--- config.mk ---
export PLATFORM = sky130hd
export DESIGN_NAME = csv_field_splitter_core_flat
export DESIGN_NICKNAME = d
export VERILOG_FILES = /design/src/sv/cfs_pkg.sv /design/src/sv/cfs_ifs.sv /design/src/sv/cfs_parser.sv /design/src/sv/csv_field_splitter_core.sv /design/src/flat_wrapper.sv
export SDC_FILE = /design/constraint.sdc
export NUM_CORES = 1
export LEC_CHECK = 0
export BUFFER_PORTS_ARGS = -buffer_cell sky130_fd_sc_hd__buf_2
export CAP_MARGIN = 0
export CORE_ASPECT_RATIO = 0.7
export CORE_MARGIN = 4
export CORE_UTILIZATION = 40
export CTS_CLUSTER_DIAMETER = 50
export DETAILED_ROUTE_END_ITERATION = 6
export PLACE_DENSITY = 0.63
export SYNTH_ARGS = -nofsm -noshare
export SYNTH_HDL_FRONTEND = slang
export SYNTH_SLANG_ARGS = --single-unit
--- constraint.sdc ---
create_clock -name clk -period 10.3 [get_ports clk]
set_clock_uncertainty 0.05 [all_clocks]
set_input_delay 1.03 -clock clk [delete_from_list [all_inputs] [get_ports clk]]
set_output_delay 1.03 -clock clk [all_outputs]
set_load 0.05 [all_outputs]
--- src/sv/cfs_pkg.sv ---
// ----------------------------------------------------------------------------
// cfs_pkg
// Shared widths, codes and beat types of the csv field splitter.
// ----------------------------------------------------------------------------
package cfs_pkg;

  localparam int DATA_W    = 8;
  localparam int MAXF_W    = 7;
  localparam int IDX_W     = 6;
  localparam int OFS_W     = 16;
  localparam int CFG_IDX_W = 2;

  localparam int DEF_MAX_FIELDS = 64;
  localparam int DEF_LINE_BYTES = 65535;

  localparam logic [DATA_W-1:0] RST_DELIMITER   = 8'd44;
  localparam logic [MAXF_W-1:0] RST_FIELD_LIMIT = 7'd64;

  localparam logic [DATA_W-1:0] QUOTE_CH = 8'h22;
  localparam logic [DATA_W-1:0] SPACE_CH = 8'h20;
  localparam logic [DATA_W-1:0] TAB_CH   = 8'h09;

  localparam logic FUNC_BYTE = 1'b0;
  localparam logic FUNC_EOL  = 1'b1;

  localparam logic [CFG_IDX_W-1:0] REG_DELIMITER   = 2'd0;
  localparam logic [CFG_IDX_W-1:0] REG_FIELD_LIMIT = 2'd1;

  typedef struct packed {
    logic              func;
    logic [DATA_W-1:0] data_byte;
  } item_t;

  typedef struct packed {
    logic [DATA_W-1:0] delimiter;
    logic [MAXF_W-1:0] field_limit;
  } cfg_t;

  typedef struct packed {
    logic [IDX_W-1:0] field_index;
    logic [OFS_W-1:0] start_ofs;
    logic [OFS_W-1:0] field_length;
    logic             last_field;
    logic             line_overflow;
  } result_t;

endpackage

--- src/sv/cfs_ifs.sv ---
// ----------------------------------------------------------------------------
// cfs channel interfaces
// Valid/ready channels for line bytes, field results and register writes.
// ----------------------------------------------------------------------------
interface cfs_in_if;
  logic                      valid;
  logic                      ready;
  logic                      func;
  logic [cfs_pkg::DATA_W-1:0] data_byte;
  modport source (output valid, func, data_byte, input ready);
  modport sink   (input valid, func, data_byte, output ready);
endinterface

interface cfs_out_if;
  logic                      valid;
  logic                      ready;
  logic [cfs_pkg::IDX_W-1:0] field_index;
  logic [cfs_pkg::OFS_W-1:0] start_ofs;
  logic [cfs_pkg::OFS_W-1:0] field_length;
  logic                      last_field;
  logic                      line_overflow;
  modport source (output valid, field_index, start_ofs, field_length, last_field,
                  line_overflow, input ready);
  modport sink   (input valid, field_index, start_ofs, field_length, last_field,
                  line_overflow, output ready);
endinterface

interface cfs_cfg_if;
  logic                          valid;
  logic                          ready;
  logic [cfs_pkg::CFG_IDX_W-1:0] index;
  logic [cfs_pkg::DATA_W-1:0]    data;
  modport source (output valid, index, data, input ready);
  modport sink   (input valid, index, data, output ready);
endinterface

--- src/sv/cfs_parser.sv ---
// ----------------------------------------------------------------------------
// cfs_parser
// Per-byte field state machine with the registered field result.
// ----------------------------------------------------------------------------
module cfs_parser #(
  parameter int MAX_FIELDS = cfs_pkg::DEF_MAX_FIELDS,
  parameter int LINE_BYTES = cfs_pkg::DEF_LINE_BYTES
) (
  input  logic             clk,
  input  logic             rst_n,
  input  logic             step,
  input  cfs_pkg::item_t   item,
  input  cfs_pkg::cfg_t    cfg,
  input  logic             take,
  output logic             res_valid,
  output cfs_pkg::result_t res
);

  localparam int POS_CAP = (LINE_BYTES < 65535) ? LINE_BYTES : 65535;
  localparam int POS_W   = $clog2(POS_CAP + 1);
  localparam int CAP_MAX = (MAX_FIELDS < 127) ? MAX_FIELDS : 127;
  localparam int FD_W    = $clog2(CAP_MAX + 1);

  localparam logic [POS_W-1:0] POS_LIMIT = POS_W'(POS_CAP);

  typedef enum logic [2:0] {
    PH_EMPTY, PH_START, PH_UNQ, PH_QUOTED, PH_QPEND, PH_DONE
  } phase_t;

  phase_t            phase_r, phase_nxt, eff_phase;
  logic [POS_W-1:0]  pos_r, pos_nxt;
  logic [FD_W-1:0]   fields_done_r, fields_done_nxt;
  logic [POS_W-1:0]  cb_r, cb_nxt;
  logic [POS_W-1:0]  te_r, te_nxt;
  logic              text_seen_r, text_seen_nxt, eff_seen;
  logic              ovf_r, ovf_nxt;
  logic              res_valid_r, res_valid_nxt;
  cfs_pkg::result_t  res_r, res_nxt;

  logic [FD_W-1:0]   cap;
  logic [FD_W:0]     fd_inc;
  logic [POS_W-1:0]  pos_inc;
  logic              is_blank;
  logic              is_delim;
  logic              is_quote;
  logic              req;
  logic              force_last;
  logic              emit_ok;
  logic              emit_last;
  logic [POS_W-1:0]  e_start;
  logic [POS_W-1:0]  e_end;
  logic [POS_W-1:0]  e_len;

  assign cap = (int'(cfg.field_limit) < MAX_FIELDS) ? FD_W'(cfg.field_limit)
                                                    : FD_W'(MAX_FIELDS);
  assign fd_inc   = {1'b0, fields_done_r} + 1'b1;
  assign pos_inc  = (pos_r == POS_LIMIT) ? POS_LIMIT : pos_r + 1'b1;
  assign is_quote = item.data_byte == cfs_pkg::QUOTE_CH;
  assign is_delim = item.data_byte == cfg.delimiter;
  assign is_blank = (item.data_byte == cfs_pkg::SPACE_CH) ||
                    (item.data_byte == cfs_pkg::TAB_CH);
  assign e_len    = e_end - e_start;
  assign emit_ok  = req && (fields_done_r < cap);
  assign emit_last = force_last || (fd_inc >= {1'b0, cap});

  always_comb begin
    phase_nxt       = phase_r;
    pos_nxt         = pos_r;
    fields_done_nxt = fields_done_r;
    cb_nxt          = cb_r;
    te_nxt          = te_r;
    text_seen_nxt   = text_seen_r;
    ovf_nxt         = ovf_r;
    eff_phase       = phase_r;
    eff_seen        = text_seen_r;
    req             = 1'b0;
    force_last      = 1'b0;
    e_start         = pos_r;
    e_end           = pos_r;

    if (step && item.func == cfs_pkg::FUNC_EOL) begin
      force_last = 1'b1;
      case (phase_r)
        PH_START:  req = 1'b1;
        PH_UNQ: begin
          req = 1'b1;
          if (text_seen_r) begin
            e_start = cb_r;
            e_end   = te_r;
          end
        end
        PH_QUOTED: begin
          req     = 1'b1;
          e_start = cb_r;
        end
        PH_QPEND: begin
          req     = 1'b1;
          e_start = cb_r;
          e_end   = te_r;
        end
        default: req = 1'b0;
      endcase
    end else if (step) begin
      ovf_nxt = ovf_r | (pos_r == POS_LIMIT);
      pos_nxt = pos_inc;
      if ((phase_r == PH_EMPTY || phase_r == PH_START) && is_quote) begin
        eff_phase = PH_DONE;
        phase_nxt = PH_QUOTED;
        cb_nxt    = pos_inc;
      end else if (phase_r == PH_EMPTY || phase_r == PH_START) begin
        eff_phase     = PH_UNQ;
        eff_seen      = 1'b0;
        phase_nxt     = PH_UNQ;
        text_seen_nxt = 1'b0;
      end
      case (eff_phase)
        PH_UNQ: begin
          if (is_delim) begin
            req = 1'b1;
            if (eff_seen) begin
              e_start = cb_r;
              e_end   = te_r;
            end
          end else if (!is_blank) begin
            if (!eff_seen) begin
              cb_nxt        = pos_r;
              text_seen_nxt = 1'b1;
            end
            te_nxt = pos_inc;
          end
        end
        PH_QUOTED: begin
          if (is_quote) begin
            phase_nxt = PH_QPEND;
            te_nxt    = pos_r;
          end
        end
        PH_QPEND: begin
          if (is_quote) begin
            phase_nxt = PH_QUOTED;
          end else begin
            req        = 1'b1;
            force_last = !is_delim;
            e_start    = cb_r;
            e_end      = te_r;
          end
        end
        default: req = 1'b0;
      endcase
      if (req && (fields_done_r < cap)) begin
        fields_done_nxt = fd_inc[FD_W-1:0];
        phase_nxt       = (force_last || (fd_inc >= {1'b0, cap})) ? PH_DONE : PH_START;
        text_seen_nxt   = 1'b0;
      end else if (req) begin
        phase_nxt = PH_DONE;
      end
    end

    if (step && item.func == cfs_pkg::FUNC_EOL) begin
      phase_nxt       = PH_EMPTY;
      pos_nxt         = '0;
      fields_done_nxt = '0;
      cb_nxt          = '0;
      te_nxt          = '0;
      text_seen_nxt   = 1'b0;
      ovf_nxt         = 1'b0;
    end
  end

  always_comb begin
    res_nxt               = res_r;
    res_valid_nxt         = res_valid_r;
    if (step) begin
      res_valid_nxt              = emit_ok;
      res_nxt.field_index        = cfs_pkg::IDX_W'(fields_done_r);
      res_nxt.start_ofs          = cfs_pkg::OFS_W'(e_start);
      res_nxt.field_length       = cfs_pkg::OFS_W'(e_len);
      res_nxt.last_field         = emit_last;
      res_nxt.line_overflow      = ovf_nxt & (item.func == cfs_pkg::FUNC_BYTE) |
                                   ovf_r & (item.func == cfs_pkg::FUNC_EOL);
    end else if (take) begin
      res_valid_nxt = 1'b0;
    end
  end

  always_ff @(posedge clk) begin
    res_r <= res_nxt;
    if (!rst_n) begin
      phase_r       <= PH_EMPTY;
      pos_r         <= '0;
      fields_done_r <= '0;
      cb_r          <= '0;
      te_r          <= '0;
      text_seen_r   <= 1'b0;
      ovf_r         <= 1'b0;
      res_valid_r   <= 1'b0;
    end else begin
      phase_r       <= phase_nxt;
      pos_r         <= pos_nxt;
      fields_done_r <= fields_done_nxt;
      cb_r          <= cb_nxt;
      te_r          <= te_nxt;
      text_seen_r   <= text_seen_nxt;
      ovf_r         <= ovf_nxt;
      res_valid_r   <= res_valid_nxt;
    end
  end

  assign res_valid = res_valid_r;
  assign res       = res_r;

  a_eol_clears: assert property (@(posedge clk) disable iff (!rst_n)
    step && item.func == cfs_pkg::FUNC_EOL |=>
      phase_r == PH_EMPTY && fields_done_r == '0 && pos_r == '0)
    else $error("line state not cleared after end of line");

  a_last_stops: assert property (@(posedge clk) disable iff (!rst_n)
    step && emit_ok && emit_last |=> phase_r == PH_DONE || phase_r == PH_EMPTY)
    else $error("parsing continues after last field");

  a_ovf_sat: assert property (@(posedge clk) disable iff (!rst_n)
    ovf_r |-> pos_r == POS_LIMIT)
    else $error("overflow flagged without saturated offset");

  a_empty_pos: assert property (@(posedge clk) disable iff (!rst_n)
    phase_r == PH_EMPTY |-> pos_r == '0 && !ovf_r)
    else $error("empty line with nonzero offset");

endmodule

--- src/sv/csv_field_splitter_core.sv ---
// ----------------------------------------------------------------------------
// csv_field_splitter_core
// Splits one line of separated values into field offset and length beats.
// ----------------------------------------------------------------------------
// channel   dir  beat contents
// in_if     in   func (byte or end of line), data_byte
// out_if    out  field_index, start_ofs, field_length, last_field, line_overflow
// cfg_if    in   index (0 delimiter, 1 field_limit), data
//
// one byte per cycle sustained while the result side is ready; a field beat leaves
// after its byte has passed the input register and then the result register
// synchronous active-low reset returns to an empty line, comma, 64 fields
// a stalled result holds; one more byte is taken into the input register
// register writes are always accepted, with cfg_if.ready tied high
// ----------------------------------------------------------------------------
module csv_field_splitter_core #(
  parameter int MAX_FIELDS = cfs_pkg::DEF_MAX_FIELDS,
  parameter int LINE_BYTES = cfs_pkg::DEF_LINE_BYTES
) (
  input  logic      clk,
  input  logic      rst_n,
  cfs_in_if.sink    in_if,
  cfs_out_if.source out_if,
  cfs_cfg_if.sink   cfg_if
);

  logic             s1_valid_r;
  cfs_pkg::item_t   s1_item_r;
  cfs_pkg::cfg_t    cfg_r;
  logic             advance;
  logic             step;
  logic             res_valid;
  cfs_pkg::result_t res;

  assign advance     = !res_valid || out_if.ready;
  assign step        = s1_valid_r && advance;
  assign in_if.ready = !s1_valid_r || advance;
  assign cfg_if.ready = 1'b1;

  always_ff @(posedge clk) begin
    if (in_if.valid && in_if.ready) begin
      s1_item_r.func      <= in_if.func;
      s1_item_r.data_byte <= in_if.data_byte;
    end
    if (!rst_n) begin
      s1_valid_r <= 1'b0;
      cfg_r.delimiter   <= cfs_pkg::RST_DELIMITER;
      cfg_r.field_limit <= cfs_pkg::RST_FIELD_LIMIT;
    end else begin
      if (in_if.valid && in_if.ready) begin
        s1_valid_r <= 1'b1;
      end else if (step) begin
        s1_valid_r <= 1'b0;
      end
      if (cfg_if.valid && cfg_if.index == cfs_pkg::REG_DELIMITER) begin
        cfg_r.delimiter <= cfg_if.data;
      end
      if (cfg_if.valid && cfg_if.index == cfs_pkg::REG_FIELD_LIMIT) begin
        cfg_r.field_limit <= cfg_if.data[cfs_pkg::MAXF_W-1:0];
      end
    end
  end

  cfs_parser #(
    .MAX_FIELDS (MAX_FIELDS),
    .LINE_BYTES (LINE_BYTES)
  ) u_parser (
    .clk       (clk),
    .rst_n     (rst_n),
    .step      (step),
    .item      (s1_item_r),
    .cfg       (cfg_r),
    .take      (out_if.ready),
    .res_valid (res_valid),
    .res       (res)
  );

  assign out_if.valid         = res_valid;
  assign out_if.field_index   = res.field_index;
  assign out_if.start_ofs     = res.start_ofs;
  assign out_if.field_length  = res.field_length;
  assign out_if.last_field    = res.last_field;
  assign out_if.line_overflow = res.line_overflow;

endmodule

--- src/flat_wrapper.sv ---
// flat-port wrapper written by rule: the top's interface ports become plain ports
module csv_field_splitter_core_flat 
#(
  parameter int MAX_FIELDS = cfs_pkg::DEF_MAX_FIELDS,
  parameter int LINE_BYTES = cfs_pkg::DEF_LINE_BYTES
)
  (clk, rst_n, in_if_valid, in_if_func, in_if_data_byte, in_if_ready, out_if_valid, out_if_field_index, out_if_start_ofs, out_if_field_length, out_if_last_field, out_if_line_overflow, out_if_ready, cfg_if_valid, cfg_if_index, cfg_if_data, cfg_if_ready);
  cfs_in_if in_if_i ();
  cfs_out_if out_if_i ();
  cfs_cfg_if cfg_if_i ();
  input  logic clk;
  input  logic rst_n;
  input wire logic [$bits(in_if_i.valid)-1:0] in_if_valid;
  input wire logic [$bits(in_if_i.func)-1:0] in_if_func;
  input wire logic [$bits(in_if_i.data_byte)-1:0] in_if_data_byte;
  output wire logic [$bits(in_if_i.ready)-1:0] in_if_ready;
  output wire logic [$bits(out_if_i.valid)-1:0] out_if_valid;
  output wire logic [$bits(out_if_i.field_index)-1:0] out_if_field_index;
  output wire logic [$bits(out_if_i.start_ofs)-1:0] out_if_start_ofs;
  output wire logic [$bits(out_if_i.field_length)-1:0] out_if_field_length;
  output wire logic [$bits(out_if_i.last_field)-1:0] out_if_last_field;
  output wire logic [$bits(out_if_i.line_overflow)-1:0] out_if_line_overflow;
  input wire logic [$bits(out_if_i.ready)-1:0] out_if_ready;
  input wire logic [$bits(cfg_if_i.valid)-1:0] cfg_if_valid;
  input wire logic [$bits(cfg_if_i.index)-1:0] cfg_if_index;
  input wire logic [$bits(cfg_if_i.data)-1:0] cfg_if_data;
  output wire logic [$bits(cfg_if_i.ready)-1:0] cfg_if_ready;
  assign in_if_i.valid = in_if_valid;
  assign in_if_i.func = in_if_func;
  assign in_if_i.data_byte = in_if_data_byte;
  assign in_if_ready = in_if_i.ready;
  assign out_if_valid = out_if_i.valid;
  assign out_if_field_index = out_if_i.field_index;
  assign out_if_start_ofs = out_if_i.start_ofs;
  assign out_if_field_length = out_if_i.field_length;
  assign out_if_last_field = out_if_i.last_field;
  assign out_if_line_overflow = out_if_i.line_overflow;
  assign out_if_i.ready = out_if_ready;
  assign cfg_if_i.valid = cfg_if_valid;
  assign cfg_if_i.index = cfg_if_index;
  assign cfg_if_i.data = cfg_if_data;
  assign cfg_if_ready = cfg_if_i.ready;
  csv_field_splitter_core #(.MAX_FIELDS(MAX_FIELDS), .LINE_BYTES(LINE_BYTES)) u_core (.clk(clk), .rst_n(rst_n), .in_if(in_if_i), .out_if(out_if_i), .cfg_if(cfg_if_i));
endmodule
Word-level counts from Yosys, hierarchy flattened
Index checks and enable logic that the tools add are counted.

operators by class
  bitwise operators = 6
  eq/ne operators = 15
  order comparisons = 3
  add/subtract/negate cells = 3
  muxes and demuxes = 66
  reductions and logical operators = 27

operator list
  cell                     count
  $mux W16                 20
  $pmux W16 S2             5
  $mux W3                  10
  $mux W1                  28
  $add A16 B1 Y16 const B  1
  $eq A16 B16 Y1 const B   1
  $eq A8 B6 Y1 const B     2
  $sub A16 B16 Y16         1
  $eq A3 B2 Y1 const B     4
  $add A7 B1 Y8 const B    1
  $eq A8 B4 Y1 const B     1
  $eq A8 B8 Y1             1
  $ge A8 B7 Y1             1
  $logic_and A1 B1 Y1      8
  $lt A7 B7 Y1             1
  $lt A7 B7 Y1 const B     1
  $mux W7                  1
  $eq A3 B3 Y1 const B     2
  $logic_or A1 B1 Y1       6
  $pmux W3 S2              1
  $reduce_bool A2 Y1       3
  $ne A2 B2 Y1 const B     2
  $reduce_and A4 Y1        1
  $reduce_or A2 Y1         2
  11 further kinds         16

word-level totals
  word-level logic and storage cells = 138
  flip-flop bits (word level) = 126
  output and inout port bits = 43
  bits of input ports = 24

Depth between registers and ports, before layout
  depth in word-level cells = 14
  mapped depth = 21
  depth with buffers taken out = 19

By module
Synthesis repeated with hierarchy kept, for this count alone.

unflattened totals
  cells, all modules = 922
  area total of the unflattened synthesis = 8059.0 µm²

modules (own cells, without submodules)
  module                   times used  area each (µm²)  cells an instance
  cfs_parser               1           7101.8           841
  csv_field_splitter_core  1           957.2            81

Worst setup path after synthesis
OpenSTA, ideal clock, no wires.

  path kind = input port to flip-flop
  start = in out_if_ready
  end = reg u_core.u_parser.res_r, in the netlist u_core.u_parser.res[16] (data pin)
  setup slack = 5.757 ns
  setup time = 0.266 ns
  cell stages on the path = 18
  arrival = 4.227 ns
  cell sequence = nand2b_1 nand2_1 clkinv_1 nand3_1 clkbuf_1 o22ai_1 a21oi_1 ha_1 inv_1 fa_1 a21o_1 a21oi_1 o21bai_1 a21o_1 a21oi_1 nor2_1 o41ai_1 xnor2_1

between the ends
  longest elaborated chain between the ends = 5
  elaborated cells between the ends (all ways) = 8

ends and longest elaborated chain
  element                                                 line                                 text
  start: declaration                                      flat_wrapper.sv:23                   input wire logic [$bits(out_if_i.ready)-1:0] out_if_ready;
  $logic_or A1 B1 Y1 (*)                                  csv_field_splitter_core.sv:35        assign advance = !res_valid || out_if.ready;
  $logic_and A1 B1 Y1 (*)                                 csv_field_splitter_core.sv:36        assign step = s1_valid_r && advance;
  $mux W16 / $logic_and A1 B1 Y1 (equally long branches)  cfs_parser.sv:103, cfs_parser.sv:81
  $mux W16 (*)                                            cfs_parser.sv:81                     if (step && item.func == cfs_pkg::FUNC_EOL) begin
  net u_core.u_parser.e_start[0]                          cfs_parser.sv:50                     logic [POS_W-1:0] e_start;
  $sub A16 B16 Y16 (*)                                    cfs_parser.sv:62                     assign e_len = e_end - e_start;
  net u_core.u_parser.e_len[14]                           cfs_parser.sv:52                     logic [POS_W-1:0] e_len;
  end signal: assignment                                  cfs_parser.sv:187                    res_r <= res_nxt;
  end: declaration                                        cfs_parser.sv:38                     cfs_pkg::result_t res_r, res_nxt;

The timed path passes the listed nets; every way through them passes the cells marked *.
A chain may end at the register's enable or synchronous reset.

Worst setup path after layout
  start = in out_if_ready
  end = reg u_core.u_parser.res_r, in the netlist u_core.u_parser.res[13] (data pin)

between the ends
  longest elaborated chain between the ends = 5
  elaborated cells between the ends (all ways) = 8

ends and longest elaborated chain
  element                                                 line
  $logic_or A1 B1 Y1 (*)                                  csv_field_splitter_core.sv:35
  $logic_and A1 B1 Y1 (*)                                 csv_field_splitter_core.sv:36
  $mux W16 / $logic_and A1 B1 Y1 (equally long branches)  cfs_parser.sv:103, cfs_parser.sv:81
  $mux W16                                                cfs_parser.sv:81
  $sub A16 B16 Y16 (*)                                    cfs_parser.sv:62
  net u_core.u_parser.e_len[11]                           cfs_parser.sv:52

Marks and branches as above.

==> flow_summary.json <==
{
  "outcome": "completed",
  "gr-usage-met1": 0.335,
  "tightestPinTransition_ns": 0.880,
  "ys_seq_elements": 126,
  "clock_tree.htree_level_count": 4,
  "vias_in_the_first_global_route": 6254,
  "cts_hold_repair.buffers": 0,
  "grt_start_max_net_pins": 74,
  "drv_slew": 0,
  "worst_setup_path_start_kind": "primary input",
  "setup.reg_to_reg.worst_slack_ns": 4.58,
  "die_area_um2": 22000,
  "busiest_layer": "met1",
  "hold_viol_final": 0,
  "finish.cell_count_without_fillers": 1215,
  "insertedDiodeCount": 0,
  "power.density_nw_per_um2": 147,
  "rsz0062_at_grt": "false",
  "clk_pin_slew_worst_setup_hold_paths_ns": 0.06,
  "area_delta_synth_final_pct": 12.4,
  "final_antenna_net_count": 0,
  "cts_root_cell": "clkbuf_16",
  "hp-class": "reg -> reg",
  "crit_required_ns": 10.41,
  "maxSlewHeadroom": 0.410,
  "yosys_warn_count": 0,
  "setup_total_negative_slack_ns": 0,
  "cts_buffers": 17,
  "final_nets": 994,
  "place.detailed.instances": 1183,
  "floorplan.die.height_um": 125,
  "worstPathMaxFanout": 73,
  "route.detailed.drc": 0,
  "setup_viol": 0,
  "detailed_place_hpwl_mm": 15.9,
  "critPathCapture": "u_core.u_parser.res[13]$_DFFE_PP_",
  "worst_setup_path_end_kind": "register",
  "switchingPower_w": 0.000359,
  "std_cell_rows": 42,
  "worst_setup_path_startpoint": "out_if_ready",
  "layout_worst_path_cycle_share": 0.563,
  "ys_async_sr_fraction": 0,
  "rr_worst_depth": 14,
  "global_route.overflow_total": 0,
  "synth.yosys.seq_area_share": 0.383,
  "synth_area_per_cell_um2": 8.64,
  "r2r-end": "u_core.u_parser.res[13]$_DFFE_PP_",
  "power.share.switching": 0.275,
  "vias_per_cell": 5.75,
  "final_layout_size_suffix_gt1_frac": 0.154,
  "met3_usage": 0.0667,
  "antenna_found_initial": 0,
  "critical_path_arrival_ns": 5.91,
  "global_route.usage.met2": 0.257,
  "wl_mm": 22.6,
  "max_freq_mhz": 172,
  "synth_enable_flop_cells": 49,
  "fill_cells": 1885,
  "cell_area_synth_um2": 7870,
  "crit-reg2reg-launch": "u_core.u_parser.phase_r[1]$_SDFFE_PP0P_",
  "ctsLongestPathBuffers": 2,
  "clock_tree_from_tritoncts": "yes",
  "layout.cells.most_common": "nand2_1",
  "floorplan.initialDensity": 0.411,
  "wire_per_inst_um": 18.6,
  "numPortBuffers": 65,
  "drtPass1Iterations": 6,
  "syn_nets": 967,
  "core_area_um2": 19100,
  "placer_congestion_estimate": 0.923,
  "vias": 6992,
  "first_pass_grt_wire_length_mm": 36.2,
  "vdd_ir_drop_max_v": 0.000102,
  "post-place-ws_ns": 4.07,
  "cts_resized": 0,
  "layout.cells.most_common_list": "102 x nand2_1, 99 x a21oi_1, 93 x nor2_1, 77 x dfxtp_1, 65 x buf_2",
  "maxCapViolations": 0,
  "synthCells": 911,
  "setup_ws_ns": 4.50,
  "power_frac_comb": 0.132,
  "io_pins": 67,
  "sequentialPowerShare": 0.430,
  "layout_min_cycle_time_ns": 5.80,
  "postCtsSetupBuffers": 0,
  "power_frac_clock": 0.439,
  "ys_types": 80,
  "clock_insertion_delay_worst_skew_ns": 0.43,
  "clock_sinks": 126,
  "cellInternalPower_w": 0.000944,
  "grtUsageTotal": 0.206,
  "dr.first_iter.drc_count": 951,
  "static-leakage-power_nw": 3.40,
  "dieWidth_um": 176,
  "synth_flop_cell": "dfxtp_1",
  "worst-setup-path-type": "in -> reg"
}
kinds of logic after synthesis:
| group | Yosys count | share of synthesized area |
|---|---|---|
| compound gates | 280 | 0.227 |
| flops | 126 | 0.383 |
| xor+xnor | 33 | 0.0367 |
| simple gates | 296 | 0.179 |
| mux | 52 | 0.0707 |
| buf+inv | 91 | 0.0512 |
| fa+ha+maj | 32 | 0.0518 |
| other cells | 1 | 0.000476 |
cell usage after synthesis, drive strengths merged, types with 4 or more instances:
cell type,count,area [µm²]
a211oi,8,60.1
a21o,8,60.1
a21oi,100,512
a22oi,8,65.1
a311oi,6,52.6
a31oi,10,62.6
and2,4,25.0
and3,6,37.5
buf,25,155
clkbuf,40,150
dfxtp,77,1540
edfxtp,49,1470
ha,31,388
inv,25,93.8
mux2,17,206
mux2i,35,350
nand2,103,389
nand2b,6,37.5
nand3,22,110
nor2,95,375
nor2b,21,131
nor3,13,86.3
nor4,6,50.0
o211ai,4,35.0
o21a,12,90.1
o21ai,69,383
o221ai,8,70.1
o22ai,12,81.3
o32ai,7,61.3
o41ai,4,35.0
or3,4,25.0
xnor2,18,158
xor2,15,131
per-stage QoR:
stage / instance area, µm² / power [W] / hold WS, ns / utilization
after floorplan: 7870 / 0.000696 / 0.389 / -
after global placement: 8280 / 0.000737 / 0.402 / 0.433
after detailed placement: 8280 / 0.000739 / 0.415 / 0.433
after CTS: 8850 / 0.00131 / 0.428 / 0.463
after global routing: 8850 / 0.00135 / 0.461 / 0.463
final: 8850 / 0.00130 / 0.418 / 0.463
how the worst min path moves through the flow:
| stage | start | endpoint | depth (start not counted) |
|---|---|---|---|
| after floorplan | u_core.u_parser.ovf_r$_SDFF_PN0_ | u_core.u_parser.ovf_r$_SDFF_PN0_ | 2 |
| after global placement | u_core.u_parser.ovf_r$_SDFF_PN0_ | u_core.u_parser.ovf_r$_SDFF_PN0_ | 2 |
| after detailed placement | u_core.u_parser.ovf_r$_SDFF_PN0_ | u_core.u_parser.ovf_r$_SDFF_PN0_ | 2 |
| after CTS | u_core.u_parser.ovf_r$_SDFF_PN0_ | u_core.u_parser.ovf_r$_SDFF_PN0_ | 2 |
| after global routing | u_core.u_parser.ovf_r$_SDFF_PN0_ | u_core.u_parser.ovf_r$_SDFF_PN0_ | 2 |
| final | u_core.u_parser.ovf_r$_SDFF_PN0_ | u_core.u_parser.ovf_r$_SDFF_PN0_ | 2 |
power by group through the flow:
stage,logic [W],clock network [W],registers (W)
finish,0.000172,0.000571,0.000559
global route,0.000187,0.000605,0.000561
CTS,0.000171,0.000579,0.000559
detailed placement,0.000170,0,0.000569
global placement,0.000168,0,0.000569
floorplan,0.0000950,0,0.000601
critical path, stage by stage:
cell and delay (ns):
buf_2 0.09, nand2b_1 0.13, nand2_1 0.06, buf_4 0.27, inv_2 0.13, buf_4 0.69
nand3_1 0.76, o21ai_1 0.51, ha_1 0.30, nor2b_1 0.12, o21ai_0 0.21, a21oi_1 0.14
o41ai_1 0.69, nor2b_1 0.10, o21a_1 0.21, o41ai_1 0.33, xnor2_1 0.13
state kept, by name, indices dropped and copies added (netlist names):
register,flops
u_core.cfg_r,15
u_core.s1_item_r,9
u_core.s1_valid_r,1
u_core.u_parser.cb_r,16
u_core.u_parser.fields_done_r,7
u_core.u_parser.ovf_r,1
u_core.u_parser.phase_r,3
u_core.u_parser.pos_r,16
u_core.u_parser.res,40
u_core.u_parser.res_valid,1
u_core.u_parser.te_r,16
u_core.u_parser.text_seen_r,1
layer usage:
metal / wire [µm] / vias up / share of wire
met5: 0 / - / 0
met4: 225 / 0 / 0.0099
met3: 2700 / 21 / 0.12
met2: 8550 / 341 / 0.38
met1: 11200 / 3270 / 0.49
li1: - / 3360 / -
area by class of cell:
| type | count | area [µm²] | share of cell area |
|---|---|---|---|
| sequential | 126 | 3010 | 0.341 |
| clock buffer | 24 | 513 | 0.0580 |
| inverter | 26 | 97.6 | 0.0110 |
| timing repair buffer | 73 | 385 | 0.0436 |
| multi-input combinational | 694 | 4450 | 0.503 |
| clock inverter | 8 | 53.8 | 0.00608 |
| tap | 264 | 330 | 0.0373 |
No activity file was read; power rests on OpenSTA's default activity.
